### src/hdl/tbdms_pkg.sv
// Shared types, register codes and helpers for the two-button menu stepper.
package tbdms_pkg;

  localparam int TimeW    = 32;
  localparam int CfgW     = 16;
  localparam int CountW   = 9;
  localparam int IndexW   = 8;
  localparam int CfgAddrW = 2;

  typedef enum logic [CfgAddrW-1:0] {
    REG_DEBOUNCE   = 2'd0,
    REG_HOLD       = 2'd1,
    REG_RATE_LIMIT = 2'd2,
    REG_MENU_COUNT = 2'd3
  } cfg_reg_t;

  localparam logic [CfgW-1:0]   DebounceReset  = 16'd20;
  localparam logic [CfgW-1:0]   HoldReset      = 16'd20;
  localparam logic [CfgW-1:0]   RateReset      = 16'd20;
  localparam logic [CountW-1:0] MenuCountReset = 9'd4;

  typedef struct packed {
    logic [TimeW-1:0] time_ms;
    logic             right_level;
    logic             left_level;
  } sample_t;

  typedef struct packed {
    logic [IndexW-1:0] menu_index;
    logic              display_update;
    logic              sample_ignored;
  } result_t;

  typedef struct packed {
    logic [CfgW-1:0]   debounce_ms;
    logic [CfgW-1:0]   hold_ms;
    logic [CfgW-1:0]   rate_limit_ms;
    logic [CountW-1:0] menu_count;
  } cfg_t;

  typedef struct packed {
    logic              last_right_level;
    logic              last_left_level;
    logic [TimeW-1:0]  right_stamp;
    logic [TimeW-1:0]  left_stamp;
    logic              right_taken;
    logic              left_taken;
    logic [TimeW-1:0]  change_stamp;
    logic [IndexW-1:0] menu_reg;
    logic              refresh_flag;
  } step_state_t;

  // Highest reachable menu index: a count of zero acts as one menu and
  // counts above 256 clamp to the largest 8-bit index.
  function automatic logic [IndexW-1:0] top_index(input logic [CountW-1:0] count);
    logic [CountW-1:0] less_one;
    less_one = count - 9'd1;
    if (count == '0) begin
      top_index = '0;
    end else if (count > 9'd256) begin
      top_index = '1;
    end else begin
      top_index = less_one[IndexW-1:0];
    end
  endfunction

endpackage

### src/hdl/tbdms_cfg.sv
// Configuration register file for the menu stepper.
module tbdms_cfg
  import tbdms_pkg::*;
(
  input  logic                clk,
  input  logic                rst,
  input  logic                cfg_write,
  input  logic [CfgAddrW-1:0] cfg_index,
  input  logic [CfgW-1:0]     cfg_data,
  output cfg_t                cfg
);

  always_ff @(posedge clk) begin
    if (rst) begin
      cfg.debounce_ms   <= DebounceReset;
      cfg.hold_ms       <= HoldReset;
      cfg.rate_limit_ms <= RateReset;
      cfg.menu_count    <= MenuCountReset;
    end else if (cfg_write) begin
      case (cfg_reg_t'(cfg_index))
        REG_DEBOUNCE:   cfg.debounce_ms   <= cfg_data;
        REG_HOLD:       cfg.hold_ms       <= cfg_data;
        REG_RATE_LIMIT: cfg.rate_limit_ms <= cfg_data;
        REG_MENU_COUNT: cfg.menu_count    <= cfg_data[CountW-1:0];
        default: begin
        end
      endcase
    end
  end

endmodule

### src/hdl/tbdms_step.sv
// Combinational update of the debounce and menu state for one poll sample.
module tbdms_step
  import tbdms_pkg::*;
(
  input  cfg_t        cfg,
  input  step_state_t state,
  input  sample_t     sample,
  output step_state_t state_next,
  output result_t     result
);

  logic [TimeW-1:0]  t;
  logic              skip;
  logic              r_chg;
  logic              l_chg;
  logic [TimeW-1:0]  r_diff;
  logic [TimeW-1:0]  l_diff;
  logic [IndexW-1:0] top;
  step_state_t       s;

  assign t     = sample.time_ms;
  assign top   = top_index(cfg.menu_count);
  assign skip  = (t - state.change_stamp) < {16'd0, cfg.rate_limit_ms};
  assign r_chg = sample.right_level != state.last_right_level;
  assign l_chg = sample.left_level != state.last_left_level;
  // A level change restarts the stamp at this sample, so the age is zero.
  assign r_diff = r_chg ? '0 : (t - state.right_stamp);
  assign l_diff = l_chg ? '0 : (t - state.left_stamp);

  always_comb begin
    s = state;
    if (r_chg) begin
      s.right_stamp = t;
    end
    if (r_diff > {16'd0, cfg.debounce_ms}) begin
      if (!sample.right_level && !state.right_taken) begin
        if (state.menu_reg < top) begin
          s.menu_reg     = state.menu_reg + 8'd1;
          s.refresh_flag = 1'b1;
          s.right_taken  = 1'b1;
          s.right_stamp  = t;
        end
      end else if (sample.right_level) begin
        s.right_taken = 1'b0;
      end
    end else if (state.right_taken && (r_diff < {16'd0, cfg.hold_ms})) begin
      s.refresh_flag = 1'b0;
    end

    // The left button is locked out while the right press is held.
    if (!s.right_taken) begin
      if (l_chg) begin
        s.left_stamp = t;
      end
      if (l_diff > {16'd0, cfg.debounce_ms}) begin
        if (!sample.left_level && !state.left_taken) begin
          if (s.menu_reg != '0) begin
            s.menu_reg     = s.menu_reg - 8'd1;
            s.refresh_flag = 1'b1;
            s.left_taken   = 1'b1;
          end
        end else if (sample.left_level) begin
          s.left_taken = 1'b0;
        end
      end
    end

    if (r_chg || l_chg) begin
      s.change_stamp = t;
    end
    s.last_right_level = sample.right_level;
    s.last_left_level  = sample.left_level;

    state_next = skip ? state : s;
  end

  assign result.menu_index     = state_next.menu_reg;
  assign result.display_update = state_next.refresh_flag;
  assign result.sample_ignored = skip;

endmodule

### src/hdl/two_button_debounced_menu_stepper_top.sv
// Top level of the two-button debounced menu stepper.
//
// Each request on the input channel is one poll sample: a 32-bit millisecond
// timestamp and the active-low levels of the right and left buttons. Every
// sample yields exactly one result request carrying the menu index, the
// display refresh flag and a flag that tells whether the rate limit skipped
// the sample. The block takes one sample per clock cycle while the output is
// not stalled; a sample lands in an input register, the whole debounce and menu
// update is computed combinationally from there, and the result is written
// into an output register, from which it is offered. A single state update
// reads and writes the debounce state in the same cycle. A result waiting on
// the output does not block the input register from filling; input stall
// rises only when both registers hold requests and the output is stalled.
// Time differences wrap modulo 2^32.
// The four configuration registers (debounce, hold window, rate limit, menu
// count) are written through the plain write port and should be changed only
// while no sample is in flight.
module two_button_debounced_menu_stepper_top
  import tbdms_pkg::*;
(
  input  logic                clk,
  input  logic                rst,
  input  logic                in_valid,
  output logic                in_stall,
  input  sample_t             in_data,
  output logic                out_valid,
  input  logic                out_stall,
  output result_t             out_data,
  input  logic                cfg_write,
  input  logic [CfgAddrW-1:0] cfg_index,
  input  logic [CfgW-1:0]     cfg_data
);

  cfg_t        cfg;
  step_state_t state;
  step_state_t state_next;
  result_t     step_res;
  sample_t     sample;
  logic        sample_valid;
  logic        out_free;
  logic        advance;

  tbdms_cfg u_cfg (
    .clk       (clk),
    .rst       (rst),
    .cfg_write (cfg_write),
    .cfg_index (cfg_index),
    .cfg_data  (cfg_data),
    .cfg       (cfg)
  );

  tbdms_step u_step (
    .cfg        (cfg),
    .state      (state),
    .sample     (sample),
    .state_next (state_next),
    .result     (step_res)
  );

  // The output register can take a new result when empty or being drained.
  assign out_free = !out_valid || !out_stall;
  assign advance  = sample_valid && out_free;
  assign in_stall = sample_valid && !out_free;

  always_ff @(posedge clk) begin
    if (rst) begin
      sample_valid <= 1'b0;
    end else if (!in_stall) begin
      sample_valid <= in_valid;
    end
  end

  always_ff @(posedge clk) begin
    if (!in_stall && in_valid) begin
      sample <= in_data;
    end
  end

  always_ff @(posedge clk) begin
    if (rst) begin
      out_valid <= 1'b0;
    end else if (out_free) begin
      out_valid <= sample_valid;
    end
  end

  always_ff @(posedge clk) begin
    if (advance) begin
      out_data <= step_res;
    end
  end

  // Debounce state commits once per processed sample.
  always_ff @(posedge clk) begin
    if (rst) begin
      state.last_right_level <= 1'b1;
      state.last_left_level  <= 1'b1;
      state.right_stamp      <= '0;
      state.left_stamp       <= '0;
      state.right_taken      <= 1'b0;
      state.left_taken       <= 1'b0;
      state.change_stamp     <= '0;
      state.menu_reg         <= '0;
      state.refresh_flag     <= 1'b0;
    end else if (advance) begin
      state <= state_next;
    end
  end

  // A skipped sample leaves every piece of state untouched.
  a_skip_holds_state : assert property (@(posedge clk) disable iff (rst)
    (advance && step_res.sample_ignored) |=> (state == $past(state)))
    else $error("skipped sample changed the debounce state");

  // The menu index moves by at most one step per sample.
  a_single_step : assert property (@(posedge clk) disable iff (rst)
    advance |=> ((state.menu_reg == $past(state.menu_reg)) ||
                 (state.menu_reg == $past(state.menu_reg) + 8'd1) ||
                 (state.menu_reg == $past(state.menu_reg) - 8'd1)))
    else $error("menu index jumped by more than one");

  // The refresh flag is only raised together with a menu step.
  a_flag_needs_step : assert property (@(posedge clk) disable iff (rst)
    (advance && state_next.refresh_flag && !state.refresh_flag) |->
      (state_next.menu_reg != state.menu_reg))
    else $error("refresh flag set without a menu step");

endmodule
### config.mk
export PLATFORM = sky130hd
export DESIGN_NAME = two_button_debounced_menu_stepper_top
export DESIGN_NICKNAME = d
export VERILOG_FILES = /design/src/hdl/tbdms_pkg.sv /design/src/hdl/tbdms_cfg.sv /design/src/hdl/tbdms_step.sv /design/src/hdl/two_button_debounced_menu_stepper_top.sv
export SDC_FILE = /design/constraint.sdc
export NUM_CORES = 1
export LEC_CHECK = 0
export ABC_AREA = 1
export BUFFER_PORTS_ARGS = -buffer_cell sky130_fd_sc_hd__buf_4
export CAP_MARGIN = 30
export CORE_AREA = 3 3 181 183
export CTS_CLUSTER_SIZE = 16
export DETAILED_ROUTE_END_ITERATION = 16
export DIE_AREA = 0 0 184 186
export PLACE_DENSITY = 0.79
export SYNTH_ARGS = -nofsm -noshare
export SYNTH_HDL_FRONTEND = slang
export SYNTH_HIERARCHICAL = 1
export SYNTH_SLANG_ARGS = --single-unit
### constraint.sdc
create_clock -name clk -period 7.2 [get_ports clk]
set_clock_uncertainty 0.1 [all_clocks]
set_input_delay 1.44 -clock clk [delete_from_list [all_inputs] [get_ports clk]]
set_output_delay 1.44 -clock clk [all_outputs]
set_load 0.01 [all_outputs]
# Yosys cells after proc, flatten, opt, wreduce, memory -nomap -nowiden
# Cells that the tools add are included.
[totals]
reg_bits = 212
in_bits = 57
out_inout_bits = 12
elab_cells = 94
[op_classes]
addsub = 6
order_cmp = 6
n_eq_ne = 6
n_mux = 25
n_bitwise = 2
n_reduce_logical = 28
[ops]
columns = ["operator", "n"]
rows = [
  ["2-to-1 mux 32 bit", 6],
  ["subtractor 32 bit", 3],
  ["greater-than comparator 32 x 16 -> 1 bit", 2],
  ["less-than comparator 32 x 16 -> 1 bit", 2],
  ["2-to-1 mux 9 bit", 7],
  ["2-to-1 mux 8 bit", 3],
  ["subtractor 8 x 1 -> 8 bit (second input constant)", 2],
  ["AND reduction 2 bit", 5],
  ["greater-than comparator 9 bit (second input constant)", 1],
  ["zero test 9 bit", 1],
  ["2-to-1 mux 1 bit", 9],
  ["adder 8 x 1 -> 8 bit (second input constant)", 1],
  ["zero test 1 bit", 8],
  ["less-than comparator 8 bit", 1],
  ["nonzero test 8 bit", 1],
  ["logical AND 1 bit", 6],
  ["AND reduction 6 bit", 1],
  ["equality test 2 bit (second input constant)", 2],
  ["AND reduction 4 bit", 1],
  ["AND reduction 3 bit", 1],
  ["equality test 2 x 1 -> 1 bit (second input constant)", 1],
  ["zero test 2 bit", 1],
  ["logical OR 1 bit", 2],
  ["inequality test 1 bit", 2],
  ["other kinds (3)", 4],
]

# Logic depth before layout (Yosys ltp)
[logic_depth]
ltp_word = 13
mapped_depth = 40
depth_no_buf = 38

# Modules after synthesis
# The synthesis kept the hierarchy.
[by_module_without_submodules]
columns = ["module", "instances", "cells_per_inst", "area_each_um2"]
rows = [
  ["tbdms_step", 1, 2008, 10667.7],
  ["two_button_debounced_menu_stepper_top", 1, 766, 6281.0],
  ["tbdms_cfg", 1, 359, 2361.0],
]

# Worst setup path after synthesis
# OpenSTA, ideal clock, no wires.
[synth_timing]
kind = "register to register"
startpoint = "register, netlist name sample[3]"
endpoint = "register, netlist name state[5]"
arrival_ps = 4045
t_required_ps = 6985
slack_ps = 2940
stages_incl_launch_ff = 40
n_path_buf = 2
synth_period_minus_slack_ps = 4260
cell_sequence = "edfxtp_1 inv_1 fa_1 inv_1 nand3_1 nand3_2 nand2_1 nand2_1 nand2_1 nand2_1 o21ai_0 a21oi_1 ha_1 nand2_1 inv_1 nand3_1 nor2_1 nand4_1 (+4 left out) nand2_2 buf_6 nand2_1 nand2_1 inv_2 ha_1 nand3_1 nor2_2 nand3_2 nor2_2 nor2_2 nand3_1 nand2_1 buf_4 inv_1 nand3_1 nand2_1 nor2_1"

==> flow_summary.yaml <==
yosys:
  synth_top_area_cell: "dfxtp_1"
  syn_avg_cell_area_um2: 6.16
  netlist.area_leader.share_pct: 17.4
  synth_edf_count: 44
  synth_simple_gate_area_share_pct: 32.3
  synth_ff_type: "dfxtp_1"
  synth_area_um2: 19300
  yosys_warnings: 6
  yosys.area_share.xor_xnor_pct: 1.95
  ys_top_cells_by_area: "dfxtp_1 (17%), nand2_1 (14%), ha_1 (11%)"
  yosysUniqueCellTypes: 56
  synthMuxAreaShare_pct: 0
  synthArstFlopShare_pct: 0
  ys_seq_area_share_pct: 24.3
  synth_compound_area_share_pct: 16.5
  synth_top_family_by_area: "simple AND/OR/NAND/NOR gates"
  syn-instance-count: 3133
  synth_seq_cells: 212
  syn_nets: 3356
  yosys.area_share.adder_pct: 10.9
worst_setup_path:
  required_ps: 7590
  startpoint_type: "register"
  cpMostUsedCell: "nand2_1"
  critical-path-max-stage-delay_ps: 550
  critPathKind: "register to register"
  cp_slowest_cell: "buf_4"
  critPathArrivalTime_ps: 6060
  endpoint_kind: "register"
  r2r_start: "sample[2]"
  startpoint: "sample[2]"
  crit_fanout: 47
floorplan:
  core-area_um2: 31400
  die_area_um2: 34200
  start_util_pct: 61.5
  die_y_um: 186
  row_count: 65
  ios: 69
  die_w_um: 184
routing:
  route.detailed.wl_per_inst_um: 17.1
  vias: 20300
  drc_errors: 0
  avgViaCountPerCell: 5.73
  first_pass_iters: 8
  antenna_left: 0
  drtIter0Drc: 2186
  totalWireLength_um: 60400
finish:
  fin_nets: 3338
  final_cell_mix: "nand2_1 (729), inv_1 (506), nor2_1 (355)"
  ff_latch_area_um2: 4690
  multi_input_area_um2: 11900
  final_util_pct: 65.5
  layout_commonest_cell: "nand2_1"
  layout-drive-gt1-share_pct: 6.70
  fill_cells: 2978
  syn_to_final_growth_pct: 6.53
  final_area_um2: 20600
sta:
  whs_ps: 364
  drv_slew: 0
  layout_min_cycle_time_ps: 5670
  timing.slew.headroom_pct: 32.8
  final_hold_viol_count: 0
  final.setup.tns_ps: 0
  worst_slack_ps: 1530
  min_period_over_period_pct: 78.8
  max_slew.worst_pin.slew_ps: 1000
  max_freq_mhz: 176
  rsz0062_at_grt: "false"
  setup-violations-final: 0
clock_tree:
  cts_max_level: 1
  path_clk_slew_ps: 60
  hold_buffers: 0
  cts-root-buf: "clkbuf_16"
  cts-buffers-inserted: 25
  cts_tree: "built"
  cts_setup_buffers: 0
  clock_path_buffers: 3
  post_cts_resized: 0
  cts.sinks: 212
  insertion_delay_ps: 560
global_route:
  grt_max_degree: 101
  grt_usage_pct: 34.1
  grt_pass1_vias: 18000
  overflow: 0
  antenna_found_initial: 0
  grt_pass1_wl_um: 94500
run:
  drv_cap: 0
worst_hold_path:
  hp-class: "register to register"
  hold_start: "u_cfg/cfg[11]"
place:
  hpwl_um: 46200
  place.gp.congestion: 1.03
  placed_area_um2: 19700
  pre_cts_slack_ps: 1720
  numPortBuffers: 68
run_status:
  run_status: "finished clean"
power_and_ir_drop:
  ir_drop_mv: 0.202
  power_leakage_nw: 9.95
  cellPowerDensity_nw_per_um2: 203
==> stage by stage <==
stage | total power (W) | std cells
CTS | 0.00415 | 3534
global placement | 0.00286 | 3487
finish | 0.00417 | 3536
global route | 0.00442 | 3535
floorplan | 0.00253 | 3133
detailed placement | 0.00290 | 3489
==> cell type report <==
| cell class | instances | area share, % |
|---|---|---|
| Antenna cell | 1 | 0.0122 |
| Inverter | 531 | 9.70 |
| Timing Repair Buffer | 83 | 3.26 |
| Clock inverter | 5 | 0.195 |
| Clock buffer | 40 | 3.67 |
| Sequential cell | 212 | 22.8 |
| Tap cell | 402 | 2.45 |
| Multi-Input combinational cell | 2262 | 57.9 |
==> synthesized netlist by cell type, types with 13 or more instances <==
| cell | number |
|---|---|
| a21oi_2 | 20 |
| nand4_1 | 42 |
| buf_4 | 22 |
| nor2_1 | 355 |
| nand2_1 | 730 |
| dfxtp_1 | 168 |
| inv_1 | 506 |
| o21ai_1 | 84 |
| o31ai_1 | 33 |
| xnor2_1 | 13 |
| nand3_1 | 268 |
| clkbuf_1 | 24 |
| o21ai_0 | 120 |
| edfxtp_1 | 44 |
| inv_2 | 20 |
| buf_2 | 65 |
| a21oi_1 | 271 |
| xor2_1 | 30 |
| nor3_1 | 21 |
| ha_1 | 163 |
==> registers in the layout (all words and copies together), names as in the netlist <==
signal,cells
state,109
out_valid,1
sample_valid,1
u_cfg/cfg,57
sample,34
out_data,10
==> kinds of logic after synthesis <==
family,Yosys count
AO/OA/AOI/OAI,576
adder cells (fa/ha/maj),166
XOR/XNOR,43
AND/OR/NAND/NOR,1477
buffers and inverters,659
flip-flops,212
==> per-layer routing <==
metal / routed length [um] / up-vias / GRT usage (%)
met5: 0 / - / 0
met3: 4910 / 138 / 4.85
li1: - / 10100 / -
met1: 26900 / 9241 / 47.4
met2: 26600 / 824 / 55.0
met4: 2030 / 0 / 10.7
==> worst paths after layout <==
check	cells past startpoint	endpoint	slack (ps)
setup / recovery	28	state[13]	1530
hold / removal	2	u_cfg/cfg[11]	360
setup reg to reg	28	state[13]	1530
hold reg to reg	2	u_cfg/cfg[11]	360
==> report_power, final <==
part | leakage (nW) | internal, W | total (W) | switching, W
logic | 7.75 | 0.000537 | 0.00154 | 0.00100
registers | 1.81 | 0.00130 | 0.00139 | 0.0000893
clock network | 0.392 | 0.000719 | 0.00124 | 0.000521
==> critical path: cells and delay by family (launching register included) <==
family / cells / cell delay [ps]
XOR/XNOR: 1 / 170
adder cells (fa/ha/maj): 3 / 820
AO/OA/AOI/OAI: 6 / 1390
buffers and inverters: 5 / 1030
flip-flops: 1 / 350
AND/OR/NAND/NOR: 13 / 1700
Note: power is estimated with default switching activity, not from simulation.
